### src/rtl/ifyu_pkg.sv
// shared types and constants for the yaw calibrate / unwrap block
// no dependencies
package ifyu_pkg;

	localparam int unsigned SUM_W = 23;
	localparam int unsigned ANG_W = 16;
	localparam logic signed [ANG_W-1:0] TURN_MAX = 16'sh7fff;
	localparam logic signed [ANG_W-1:0] TURN_MIN = 16'sh8001;

	typedef logic signed [ANG_W-1:0] sample_t;

	typedef struct packed {
		logic    frame_valid;
		sample_t accel_x_raw;
		sample_t accel_y_raw;
		sample_t accel_z_raw;
		sample_t rate_x_raw;
		sample_t rate_y_raw;
		sample_t rate_z_raw;
		sample_t roll_ang;
		sample_t pitch_ang;
		sample_t yaw_raw;
		sample_t die_temp;
	} frame_t;

	typedef struct packed {
		logic               ready_res;
		sample_t            body_roll;
		sample_t            body_pitch;
		sample_t            body_yaw;
		sample_t            body_rate_x;
		sample_t            body_rate_y;
		sample_t            body_rate_z;
		sample_t            body_accel_x;
		sample_t            body_accel_y;
		sample_t            body_accel_z;
		sample_t            temperature;
		logic signed [31:0] yaw_multi;
	} result_t;

	typedef struct packed {
		logic    run;
		logic    busy;
		sample_t offset;
		logic    seed;
		sample_t seed_yaw;
	} calib_stat_t;

	typedef struct packed {
		sample_t            body_yaw;
		logic signed [31:0] yaw_multi;
	} unwrap_res_t;

endpackage

### src/rtl/ifyu_calib.sv
// yaw offset calibration: sums raw yaw, then divides by the sample count
// through a reciprocal multiply; depends on ifyu_pkg
module ifyu_calib #(
	parameter int unsigned CALIB_SAMPLES = 100
) (
	input  logic                 clk,
	input  logic                 arst_n,
	input  logic                 go,
	input  ifyu_pkg::sample_t    yaw_raw,
	output ifyu_pkg::calib_stat_t stat
);

	localparam int unsigned CNT_W = $clog2(CALIB_SAMPLES + 1);
	localparam int unsigned SH    = ifyu_pkg::SUM_W + $clog2(CALIB_SAMPLES);
	localparam int unsigned MUL_W = ifyu_pkg::SUM_W + 2;
	localparam int unsigned PRD_W = ifyu_pkg::SUM_W + MUL_W;
	localparam logic [63:0] RECIP =
		((64'd1 << SH) + 64'(CALIB_SAMPLES) - 64'd1) / 64'(CALIB_SAMPLES);
	localparam logic [ifyu_pkg::SUM_W-1:0] BIAS =
		ifyu_pkg::SUM_W'(32768 * CALIB_SAMPLES);

	typedef enum logic [1:0] {
		ST_CAL,
		ST_MUL,
		ST_FIN,
		ST_RUN
	} state_t;

	state_t                      state_q;
	logic [CNT_W-1:0]            cnt_q;
	logic [ifyu_pkg::SUM_W-1:0]  sum_q;
	ifyu_pkg::sample_t           last_q;
	logic [PRD_W-1:0]            prod_q;
	ifyu_pkg::sample_t           offset_q;

	logic [ifyu_pkg::SUM_W-1:0]  sum_nxt;
	logic [CNT_W-1:0]            cnt_nxt;
	ifyu_pkg::sample_t           off_nxt;

	// sum carries a bias of 32768 per sample so it never goes negative
	assign sum_nxt = sum_q + {{(ifyu_pkg::SUM_W - ifyu_pkg::ANG_W){yaw_raw[15]}}, yaw_raw};
	assign cnt_nxt = cnt_q + 1'b1;
	assign off_nxt = prod_q[SH +: ifyu_pkg::ANG_W] ^ 16'h8000;

	always_ff @(posedge clk or negedge arst_n) begin
		if (!arst_n) begin
			state_q  <= ST_CAL;
			cnt_q    <= '0;
			sum_q    <= BIAS;
			last_q   <= '0;
			prod_q   <= '0;
			offset_q <= '0;
		end else begin
			unique case (state_q)
				ST_CAL: begin
					if (go) begin
						sum_q  <= sum_nxt;
						cnt_q  <= cnt_nxt;
						last_q <= yaw_raw;
						if (cnt_nxt == CNT_W'(CALIB_SAMPLES)) begin
							state_q <= ST_MUL;
						end
					end
				end
				ST_MUL: begin
					prod_q  <= {{MUL_W{1'b0}}, sum_q} *
						{{ifyu_pkg::SUM_W{1'b0}}, RECIP[MUL_W-1:0]};
					state_q <= ST_FIN;
				end
				ST_FIN: begin
					offset_q <= off_nxt;
					state_q  <= ST_RUN;
				end
				ST_RUN: begin
					state_q <= ST_RUN;
				end
				default: begin
					state_q <= ST_CAL;
				end
			endcase
		end
	end

	always_comb begin
		stat.run      = (state_q == ST_RUN);
		stat.busy     = (state_q == ST_MUL) || (state_q == ST_FIN);
		stat.offset   = offset_q;
		stat.seed     = (state_q == ST_FIN);
		stat.seed_yaw = last_q - off_nxt;
	end

endmodule

### src/rtl/ifyu_unwrap.sv
// yaw offset removal and turn counting with saturation
// depends on ifyu_pkg
module ifyu_unwrap (
	input  logic                  clk,
	input  logic                  arst_n,
	input  logic                  go,
	input  logic                  seed,
	input  ifyu_pkg::sample_t     seed_yaw,
	input  ifyu_pkg::sample_t     offset,
	input  ifyu_pkg::sample_t     yaw_raw,
	output ifyu_pkg::unwrap_res_t res
);

	ifyu_pkg::sample_t  prev_q;
	ifyu_pkg::sample_t  turn_q;

	ifyu_pkg::sample_t  yaw;
	logic signed [16:0] delta;
	ifyu_pkg::sample_t  turn_nxt;

	assign yaw   = yaw_raw - offset;
	assign delta = {yaw[15], yaw} - {prev_q[15], prev_q};

	always_comb begin
		turn_nxt = turn_q;
		if (delta < -17'sd32768) begin
			if (turn_q != ifyu_pkg::TURN_MAX) begin
				turn_nxt = turn_q + 16'sd1;
			end
		end else if (delta > 17'sd32768) begin
			if (turn_q != ifyu_pkg::TURN_MIN) begin
				turn_nxt = turn_q - 16'sd1;
			end
		end
		res.body_yaw  = yaw;
		res.yaw_multi = {turn_nxt, 16'h0000} + {{16{yaw[15]}}, yaw};
	end

	always_ff @(posedge clk or negedge arst_n) begin
		if (!arst_n) begin
			prev_q <= '0;
			turn_q <= '0;
		end else begin
			if (seed) begin
				prev_q <= seed_yaw;
				turn_q <= '0;
			end else if (go) begin
				prev_q <= yaw;
				turn_q <= turn_nxt;
			end
		end
	end

endmodule

### src/rtl/imu_frame_yaw_calibrate_unwrap.sv
// Sensor frame in, body-frame word out. One word is taken per clock while the result side
// does not stall and the offset is not being computed; the word is offered from the result
// register once its frame has passed the frame register, and frames flagged invalid are
// taken and dropped. The first CALIB_SAMPLES (1 to 128) valid frames each return a
// calibrating word of zeros; right after the last of them the frame register holds through
// ST_MUL and ST_FIN while the summed yaw goes through the reciprocal multiplier to give
// the offset, so at most one more frame is taken in that time. After that, yaw has the
// offset removed, turns across +-180 degrees are counted, and X/Y axes are swapped into body axes. Depends on ifyu_pkg.
module imu_frame_yaw_calibrate_unwrap #(
	parameter int unsigned CALIB_SAMPLES = 100
) (
	input  logic              clk,
	input  logic              arst_n,
	input  logic              frm_valid,
	output logic              frm_ready,
	input  ifyu_pkg::frame_t  frm,
	output logic              res_valid,
	input  logic              res_ready,
	output ifyu_pkg::result_t res
);

	logic                  s1_valid_q;
	ifyu_pkg::frame_t      frm_s1;
	logic                  res_valid_q;
	ifyu_pkg::result_t     res_s2;

	logic                  go;
	ifyu_pkg::calib_stat_t cstat;
	ifyu_pkg::unwrap_res_t ures;
	ifyu_pkg::result_t     res_nxt;

	assign go        = s1_valid_q && (!res_valid_q || res_ready) && !cstat.busy;
	assign frm_ready = !s1_valid_q || go;

	ifyu_calib #(
		.CALIB_SAMPLES(CALIB_SAMPLES)
	) u_calib (
		.clk     (clk),
		.arst_n  (arst_n),
		.go      (go),
		.yaw_raw (frm_s1.yaw_raw),
		.stat    (cstat)
	);

	ifyu_unwrap u_unwrap (
		.clk      (clk),
		.arst_n   (arst_n),
		.go       (go && cstat.run),
		.seed     (cstat.seed),
		.seed_yaw (cstat.seed_yaw),
		.offset   (cstat.offset),
		.yaw_raw  (frm_s1.yaw_raw),
		.res      (ures)
	);

	always_comb begin
		res_nxt = '0;
		if (cstat.run) begin
			res_nxt.ready_res    = 1'b1;
			res_nxt.body_roll    = frm_s1.pitch_ang;
			res_nxt.body_pitch   = frm_s1.roll_ang;
			res_nxt.body_yaw     = ures.body_yaw;
			res_nxt.body_rate_x  = frm_s1.rate_y_raw;
			res_nxt.body_rate_y  = frm_s1.rate_x_raw;
			res_nxt.body_rate_z  = frm_s1.rate_z_raw;
			res_nxt.body_accel_x = frm_s1.accel_y_raw;
			res_nxt.body_accel_y = frm_s1.accel_x_raw;
			res_nxt.body_accel_z = frm_s1.accel_z_raw;
			res_nxt.temperature  = frm_s1.die_temp;
			res_nxt.yaw_multi    = ures.yaw_multi;
		end
	end

	always_ff @(posedge clk or negedge arst_n) begin
		if (!arst_n) begin
			s1_valid_q  <= 1'b0;
			frm_s1      <= '0;
			res_valid_q <= 1'b0;
			res_s2      <= '0;
		end else begin
			if (frm_valid && frm_ready && frm.frame_valid) begin
				s1_valid_q <= 1'b1;
				frm_s1     <= frm;
			end else if (go) begin
				s1_valid_q <= 1'b0;
			end
			if (go) begin
				res_valid_q <= 1'b1;
				res_s2      <= res_nxt;
			end else if (res_ready) begin
				res_valid_q <= 1'b0;
			end
		end
	end

	assign res_valid = res_valid_q;
	assign res       = res_s2;

endmodule

### config.mk
export PLATFORM = sky130hd
export DESIGN_NAME = imu_frame_yaw_calibrate_unwrap
export DESIGN_NICKNAME = d
export VERILOG_FILES = /design/src/rtl/ifyu_pkg.sv /design/src/rtl/ifyu_calib.sv /design/src/rtl/ifyu_unwrap.sv /design/src/rtl/imu_frame_yaw_calibrate_unwrap.sv
export SDC_FILE = /design/constraint.sdc
export NUM_CORES = 1
export LEC_CHECK = 0
export ABC_AREA = 1
export BUFFER_PORTS_ARGS = -buffer_cell sky130_fd_sc_hd__buf_4
export CORE_MARGIN = 5
export CORE_UTILIZATION = 30
export CTS_CLUSTER_DIAMETER = 150
export DETAILED_ROUTE_END_ITERATION = 10
export PLACE_DENSITY = 0.52
export SYNTH_ARGS = -nofsm -noshare
export SYNTH_HDL_FRONTEND = slang
export SYNTH_SLANG_ARGS = --single-unit
### constraint.sdc
create_clock -name clk -period 6.76 [get_ports clk]
set_input_delay 2.028 -clock clk [delete_from_list [all_inputs] [get_ports clk]]
set_output_delay 2.028 -clock clk [all_outputs]
set_load 0.01 [all_outputs]
Word-level counts from Yosys, hierarchy flattened. Cells that the tools add are included.

Bits in registers: 497. Output and inout port bits: 195.

Add/sub/neg operators: 8. Order comparisons: 2. Bitwise gates (word level): 1. Mux-type cells: 16. Reduce and logical (&&, ||, !) cells: 18. Multipliers: 1. Equal/unequal tests: 8.

Operators by type and width (number): $mux 193 (1); $mux 16 (8); $mul 23x24->46 const B (1); $add 32x32->32 (1); $ne 16x16->1 const B (2); $sub 16x16->16 (2); $add 23x23->23 (1); $gt 17x17->1 const B (1); $lt 17x16->1 const B (1); $sub 16x16->17 (1); $add 16x2->16 const B (1); $sub 16x2->16 const B (1); $add 7x1->7 const B (1); $eq 7x7->1 const B (1); $pmux 2 s3 (1); $reduce_bool 2->1 (3); $logic_and 1x1->1 (5); $eq 2x2->1 const B (2); $mux 1 (4); $mux 2 (2); $reduce_and 2->1 (2); $logic_not 1->1 (3); $logic_or 1x1->1 (3); $eq 2x1->1 const B (1); other kinds (5) (5).

Logic depth before layout (Yosys ltp). Gate-level depths: netlist of the first run.

Depth after elaboration: 8. Mapped depth: 48. Depth with buffers taken out: 47.

Modules after synthesis. A second synthesis of the first run with hierarchy kept.

Cell total of the unflattened synthesis: 4480. Area, all modules: 34703.3 um2.

By module, submodules not included: ifyu_calib (seq. area each 2005.7 um2, area an instance 16050.4 um2, cells each 2122, instances 1); imu_frame_yaw_calibrate_unwrap (seq. area each 8883.5 um2, area an instance 13514.2 um2, cells each 1520, instances 1); ifyu_unwrap (seq. area each 800.8 um2, area an instance 5138.7 um2, cells each 838, instances 1).

Worst setup path after synthesis of the first run. Ideal clock, no wire load.

Kind: register to register. Start point: register frm_s1[18] in the netlist's numbering. End point: register res_s2, in the netlist res[28]. Arrival time: 5996 ps. Cell stages (with the launch flop): 37. Slack: 641 ps. Library setup time: 123 ps. Path buffers: 0. Path through: dfrtp_1 ha_1 a21oi_1 nand2_1 nand2_1 nand2_1 a21boi_1 o21ai_1 a21oi_2 xor2_1 ha_1 inv_1 nor3_1 nor3b_1 nand2_1 nand2_1 nand2_2 nand2_2 inv_2 nand2_4 o21ai_0 xor2_1 inv_1 ha_1 fa_1 nand3_1 nand3_1 nand2_1 nand2_1 a21oi_1 nor2_1 nor2_1 o21ai_0 a21boi_0 o21ai_0 o21ai_0 nand2_1.

Longest elaborated chain between the ends: 7. Elaborated cells on any way between the ends: 8. Those cells by class: add/sub (3); order compare (2); mux (3).

Ends and longest elaborated chain: start: declaration (RTL line imu_frame_yaw_calibrate_unwrap.sv:23) `ifyu_pkg::frame_t frm_s1;`; start signal: assignment (RTL line imu_frame_yaw_calibrate_unwrap.sv:83) `frm_s1 <= frm;`; $sub 16x16->16 * (RTL line ifyu_unwrap.sv:21) `assign yaw = yaw_raw - offset;`; $sub 16x16->17 (RTL line ifyu_unwrap.sv:22) `assign delta = {yaw[15], yaw} - {prev_q[15], prev_q};`; $gt 17x17->1 (RTL line ifyu_unwrap.sv:30) `end else if (delta > 17'sd32768) begin`; $mux 16 (RTL line ifyu_unwrap.sv:30); $mux 16 (RTL line ifyu_unwrap.sv:26) `if (delta < -17'sd32768) begin`; $add 32x32->32 * (RTL line ifyu_unwrap.sv:36) `res.yaw_multi = {turn_nxt, 16'h0000} + {{16{yaw[15]}}, yaw};`; $mux 193 * (RTL line imu_frame_yaw_calibrate_unwrap.sv:58) `if (cstat.run) begin`; end signal: assignment (RTL line imu_frame_yaw_calibrate_unwrap.sv:89) `res_s2 <= res_nxt;`; end: declaration (RTL line imu_frame_yaw_calibrate_unwrap.sv:25) `ifyu_pkg::result_t res_s2;`.

Mark *: on every way between the ends. The rest lies on a longest branch, timed or not. A chain may end at the register's enable or synchronous reset.

Final worst setup path of the first run.
Start point: register u_calib.sum_q[14] in the netlist's numbering. End point: register u_calib.prod_q[42].

Longest elaborated chain between the ends: 1.

Ends and longest elaborated chain: start: declaration (RTL line ifyu_calib.sv:31) `logic [ifyu_pkg::SUM_W-1:0] sum_q;`; start signal: assignment (RTL line ifyu_calib.sv:57) `sum_q <= sum_nxt;`; $mul 23x24->46 (RTL line ifyu_calib.sv:66) `prod_q <= {{MUL_W{1'b0}}, sum_q} *`; end signal: assignment (RTL line ifyu_calib.sv:66); end: declaration (RTL line ifyu_calib.sv:33) `logic [PRD_W-1:0] prod_q;`.

No other way between the ends.

==> impl_results.md, run 1 <==
* Lkg Pwr at 0.0193 uW
* Total grt overflow at 0
* Htree depth at 2
* Avg Inst Size Synth at 9.16 um^2
* Crit path required time at 7.22 ns
* I/O Buffers at 359
* Final hold violations at 0
* Antenna violations before repair at 16
* Starting Density at 0.303
* Crit Reg-Reg Startpoint: u_calib.sum_q[14]
* Fraction of layout cells with a size suffix above 1 at 0.176
* Clock latency on the worst-skew pair at 0.62 ns
* Met2 Usage GRT at 0.283
* Yosys top cell area share at 0.357
* Die Footprint at 111000 um^2
* Setup crit start kind: register
* GR Util All Layers at 0.172
* Reg clk slew, reported paths at 0.07 ns
* Top cells by area, synth: dfrtp_1 (36%), ha_1 (13%), fa_1 (13%)
* Global-route wire length before repair at 150 mm
* Fraction of registers with async set/reset at 1.00
* Pin count of the biggest net entering global routing at 129
* CP max stage delay at 0.70 ns
* CP cell instances: fa_1 -> inv_1 -> fa_1 -> inv_1 -> fa_1 -> inv_1 -> fa_1 -> fa_1 -> fa_1 -> inv_1 -> ha_1 -> ha_1 -> nand2_1 -> a21oi_1 -> o21ai_0 -> o211ai_1 -> a21oi_1 -> nand3_1 -> a21o_1 -> a21oi_1 -> xor2_1 -> o21ai_0
* Worst vdd ir at 0.397 mV
* Max Freq at 0.158 GHz
* Deepest clock path buffer count at 3
* Post-CTS Hold Buffers at 0
* Most frequent CP cell: fa_1
* Crit path from: u_calib.sum_q[14]
* Yosys top cell by area: dfrtp_1
* Crit end category: register
* M1 GR Usage at 0.224
* Core Area at 104000 um^2
* Grt peak-use layer: met2
* Drt first pass iters at 5
* Seq/Total Area, Yosys at 0.359
* Critical path class: reg2reg
* Final Critical Period at 6.32 ns
* Final setup viols at 0
* Crit-path max FO at 8
* Post-DRT Antenna Nets at 0
* # DRC at 0
* Max-cap violation count at 0
* Cells after synthesis at 3431
* Tightest Hold Check Type: reg2reg
* Slowest-stage cell, CP: fa_1
* Syn_nets at 4123
* Most frequent cells in the layout: inv_1 (599), nand2_1 (559), dfrtp_1 (444), buf_4 (402), ha_1 (326)
* Root Driver: clkbuf_16
* Nets at 4473
* Final slew viol count at 0
* Met3 usage at 0.0431
* Post-DP HPWL at 78.0 mm
* Vias per cell at 4.58
* Worst path depth at 22
* Row count at 118
* Post-synth cell types at 65
* Worst Max-Slew Pin Slew at 0.912 ns
* FF-to-FF End: u_calib.prod_q[42]
* Number of CTS-inserted buffers at 47
* Commonest non-fill, non-tap cell in the layout: inv_1
* Design area at 37600 um^2
* Number of global-route vias before repair at 24545
* IO Pins at 360
* DP Area at 35800 um^2
* WP data arrival at 6.78 ns
* WP buf/inv at 4
* Worst clock skew at 0.0308 ns
* Clk sinks at 451
* Top_reg_cell synth: dfrtp_1
* CTS tree: yes
* Via count at 23881
* Die Width at 334 um
* Worst R2R Path Depth at 22
* Pwr/cell area at 459 nW/um^2
* Worst reg2reg setup slack at 0.44 ns
* Synthesis Warnings at 0
* Final WL at 97.6 mm
* Drt first-iter violations at 1492
* RD Place Congestion at 0.899
* Slew headroom at 0.392
* Post-Syn Area at 31400 um^2
* Routed length per instance at 18.7 um
* Die H at 334 um
* #FFs+latches synth at 451
* Status: complete, no violations
* Number of synthesized flops with an enable pin at 0
* Tcrit/Tclk final at 0.935
* Worst hold slack at 0.468 ns
* Delay-heaviest family, CP: adder cells
* CP endpoint: u_calib.prod_q[42]
* Area delta synth->final at 19.6%
layout make-up:
cell class	count	area, um^2
clock inverter	22	313
inverter	613	2310
fill	10645	66200
clock buffer	66	1370
sequential	451	11300
multi-input combinational	2260	17400
antenna	14	35.0
timing repair buffer	408	3130
tap	1380	1730
cells by family (layout without fill, tap and decap cells):
| family | count (synthesis) | after routing | share of synthesized area |
|---|---|---|---|
| AND/OR/NAND/NOR | 960 | 960 | 0.128 |
| other | 0 | 14 | 0 |
| multiplexers | 77 | 77 | 0.0276 |
| buffers and inverters | 720 | 1109 | 0.0889 |
| flip-flops | 451 | 451 | 0.359 |
| adder cells (fa/ha/maj) | 527 | 527 | 0.258 |
| XOR/XNOR | 76 | 76 | 0.0221 |
| AO/OA/AOI/OAI | 620 | 620 | 0.117 |
stage by stage:
step	util	worst slack [ns]	power [uW]	cells	TNS, ns
6_report	0.362	0.440	17300	5214	0
5_1_grt	0.362	-0.0239	18800	5206	-0.0239
4_1_cts	0.361	0.106	17200	5198	0
3_5_place_dp	0.345	0.161	14300	5110	0
3_3_place_gp	0.345	0.266	14300	5110	0
2_1_floorplan	-	0.641	10900	3431	0
power breakdown:
group | internal (uW) | switching, uW
Combinational | 3880 | 6050
Clock | 1620 | 1190
Sequential | 3830 | 708
Total | 9330 | 7950
cell usage after synthesis (11+ instances only):
cell type	instances
dfrtp_1	448
xor2_1	47
xnor2_1	25
or2_2	13
o21ai_1	17
nand3_1	91
a22o_1	71
nor2_1	202
nand2_1	561
o21ai_0	226
o221ai_1	12
nand4_1	19
clkbuf_1	74
mux2_2	77
o21ai_2	11
fa_1	200
buf_4	16
nand2_2	18
a21oi_1	215
ha_1	327
nor3_1	21
inv_2	13
inv_1	600
worst register-to-register path: cells and delay by family (launching register included):
family          cells  cell delay (ns)
fa+ha+maj           8             3.77
compound gates      7             1.04
flops               1             0.54
simple gates        2             0.42
buf+inv             4             0.24
xor+xnor            1             0.16
layer usage:
layer  vias to the layer above  share of wire
li1                      11769              -
met1                     11554           0.44
met2                       436           0.47
met3                       118          0.058
met4                         4          0.031
met5                         -        0.00036
timing repair:
| item | CTS | global route |
|---|---|---|
| buffers inserted | 0 | 2 |
| gates resized for setup | 0 | 24 |
| endpoints found under the setup margin | 0 | 13 |
sequential cells by signal, indices dropped and copies added (netlist names), 16 cells and up:
name / count
u_calib.last_q: 16
frm_s1: 160
u_unwrap.prev_q: 16
u_calib.offset_q: 16
u_calib.prod_q: 16
u_unwrap.turn_q: 16
res: 177
u_calib.sum_q: 23
worst min path at each step:
stage	startpoint	to	slack, ns	cells after the start
final	u_calib.prod_q[41]	u_calib.offset_q[11]	0.47	2
after global routing	u_calib.prod_q[39]	u_calib.offset_q[9]	0.50	2
after CTS	u_calib.prod_q[41]	u_calib.offset_q[11]	0.47	2
after detailed placement	u_calib.offset_q[0]	u_calib.offset_q[0]	0.47	2
after global placement	res[192]	res[192]	0.46	2
after floorplan	u_calib.offset_q[0]	u_calib.offset_q[0]	0.45	2
No activity file was read; power rests on OpenSTA's default activity.
==> inputs of run 2 (changes only) <==
PLACE_DENSITY = not set   (was 0.52)
==> run 2 against run 1 <==
  * Via count increased by 1.5%
  * Non-clock buffer count increased by 6
  * Worst setup slack got worse by 0.061 ns
  * Final area about the same
  * Global-route usage decreased by 0.86 points
  * Largest cell class unchanged
  * Cell count about the same
  * Register-to-register slack got worse by 0.06 ns
  * Fmax decreased by 0.95%
  * Sequential power about the same
  * Clock-buffer cell count decreased by 2
  * Routed wire length decreased by 4.3%
  * Highest routed layer unchanged
  * Power decreased by 0.53%
==> impl_results.md, run 2 (synthesis gave the netlist of run 1 again) <==
* Setup crit start kind: register
* Die Footprint at 111000 um^2 (unchanged)
* Clock share of power at 0.165 (+0.002)
* Max-cap violation count at 0 (unchanged)
* Post-DP HPWL at 74.7 mm (-4.3%)
* Fraction of layout cells with a size suffix above 1 at 0.175 (-0.000753)
* I/O Buffers at 359 (unchanged)
* Slew headroom at 0.442 (+0.0505)
* Status: complete, no violations
* Global-route wire length before repair at 145 mm (-3.1%)
* # DRC at 0 (unchanged)
* GR Util All Layers at 0.163 (-0.00863)
* Starting Density at 0.303 (unchanged)
* Lkg Pwr at 0.0193 uW (+0.17%)
* Number of CTS-inserted buffers at 47 (unchanged)
* Crit path required time at 7.25 ns (+0.03 ns)
* Crit-path max FO at 9 (+1)
* Clock latency on the worst-skew pair at 0.59 ns (-0.03 ns)
* Antenna violations before repair at 4 (-12)
* Die Width at 334 um (unchanged)
* Most frequent cells in the layout: inv_1 (599), nand2_1 (559), dfrtp_1 (448), buf_4 (409), ha_1 (326)
* Via count at 24234 (+1.5%)
* Pin count of the biggest net entering global routing at 128 (-0.78%)
* Vias per cell at 4.65 (+1.6%)
* Routed length per instance at 17.9 um (-4.2%)
* WP data arrival at 6.87 ns (+0.09 ns)
* CTS tree: yes
* Post-CTS Hold Buffers at 0 (unchanged)
* Commonest non-fill, non-tap cell in the layout: inv_1
* Crit Reg-Reg Startpoint: u_calib.sum_q[12]
* Final setup viols at 0 (unchanged)
* Sw frac at 0.456 (-0.00410)
* Final slew viol count at 0 (unchanged)
* Die H at 334 um (unchanged)
* Core Util, Final at 0.362 (about the same)
* Total grt overflow at 0 (unchanged)
* Critical path class: reg2reg
* Final hold violations at 0 (unchanged)
* Crit end category: register
* Tcrit/Tclk final at 0.944 (+0.00897)
* Core Area at 104000 um^2 (unchanged)
* Worst reg2reg setup slack at 0.38 ns (-0.06 ns)
* CP endpoint: u_calib.prod_q[42]
* Final std cells w/o fill at 5209 (-0.096%)
* Cell count after placement at 5114 (+0.078%)
* Hold path cells at 2 (unchanged)
* Worst vdd ir at 0.351 mV (-12%)
* Largest register FFs at 177 (unchanged)
* Row count at 118 (unchanged)
* Worst Max-Slew Pin Slew at 0.830 ns (-0.0821 ns)
* Reg clk slew, reported paths at 0.06 ns (about the same)
* Clk sinks at 451 (unchanged)
* Sequential power share at 0.264 (about the same)
* Worst R2R Path Depth at 22 (unchanged)
* Pwr/cell area at 457 nW/um^2 (-0.51%)
* Drt first pass iters at 6 (+1)
* Nets at 4479 (+0.13%)
* Final WL at 93.4 mm (-4.3%)
* Number of global-route vias before repair at 24728 (+0.75%)
* Final Critical Period at 6.38 ns (+0.0606 ns)
* Crit path from: u_calib.sum_q[12]
* Post-DRT Antenna Nets at 0 (unchanged)
* Worst clock skew at 0.0210 ns (-0.00978 ns)
* FF-to-FF End: u_calib.prod_q[42]
* Deepest clock path buffer count at 3 (unchanged)
* Internal Dissipation at 9350 uW (+0.23%)
* Tightest Hold Check Type: reg2reg
* Root Driver: clkbuf_16
* Area delta synth->final at 19.6% (about the same)
* Part of the power in combinational logic at 0.571 (-0.003)
* NetSw at 7830 uW (-1.4%)
* Drt first-iter violations at 1427 (-4.4%)
* Htree depth at 2 (unchanged)
* IO Pins at 360 (unchanged)
* Max Freq at 0.157 GHz (-0.95%)
* RD Place Congestion at 0.931 (+3.6%)
[run 2: changes by cell type in the layout (fill, tap and decap cells not counted), moves of 3 or more]
cell      before  now
dfrtp_1      444  448
clkbuf_8      12    9
diode_2       14    4
dfrtp_2        4    0
buf_4        402  409
[run 2: layer usage]
metal | up-vias | track usage | wire length, um
met5 | - | 0 | 18
met4 | 2 | 0.0534 | 3210
met3 | 131 | 0.0278 | 3990
met2 | 459 | 0.273 | 45100
met1 | 11871 | 0.216 | 41100
li1 | 11771 | - | -
[run 2: worst min path at each step]
stage	start	to	slack (ns)
3_3_place_gp	res[192]	res[192]	0.46
3_5_place_dp	u_calib.prod_q[38]	u_calib.offset_q[8]	0.46
5_1_grt	u_calib.prod_q[41]	u_calib.offset_q[11]	0.49
4_1_cts	u_calib.prod_q[43]	u_calib.offset_q[13]	0.48
6_report	u_calib.prod_q[43]	u_calib.offset_q[13]	0.47
2_1_floorplan	u_calib.offset_q[0]	u_calib.offset_q[0]	0.45
[run 2: stage by stage]
step	power, uW	cell area [um^2]	setup WS, ns	setup TNS [ns]	hold slack, ns
6_report	17200	37600	0.380	0	0.473
5_1_grt	18600	37600	-0.0121	-0.0336	0.494
4_1_cts	17100	37500	0.143	0	0.480
3_5_place_dp	14200	35800	0.290	0	0.464
3_3_place_gp	14100	35800	0.333	0	0.456
2_1_floorplan	10900	31400	0.641	0	0.446
[run 2: critical path: stages (launching register included)]
cell and delay, ns:
dfrtp_1 0.53, fa_1 0.59, inv_1 0.09, fa_1 0.41, fa_1 0.54, inv_1 0.05, fa_1 0.54, inv_1 0.05
fa_1 0.48, inv_1 0.05, fa_1 0.53, fa_1 0.43, ha_1 0.32, nand2_1 0.10, nor2_1 0.18, nand2_1 0.11
nor4_1 0.28, nand4_1 0.14, nand3_1 0.27, a21o_1 0.20, a21oi_1 0.08, xor2_1 0.14, o21ai_0 0.15
[run 2: timing repair]
action | CTS | global route
setup endpoints to repair | 0 | 8
gates resized for setup | 0 | 14
buffers inserted | 0 | 4
[run 2: cell type report]
cell class,instances,area (um^2)
Antenna cell,4,10.0
Clock inverter,23,342
Clock buffer,64,1350
Timing Repair Buffer,414,3170
Multi-Input combinational cell,2260,17400
Sequential cell,451,11300
Tap cell,1380,1730
Inverter,613,2310
Fill cell,10509,66200
[run 2: power by group through the flow]
stage	clock [uW]	sequential, uW	combinational [uW]
floorplan	0	4610	6320
global placement	0	4540	9610
detailed placement	0	4550	9660
CTS	2900	4530	9700
global route	3020	4660	10900
finish	2840	4530	9810
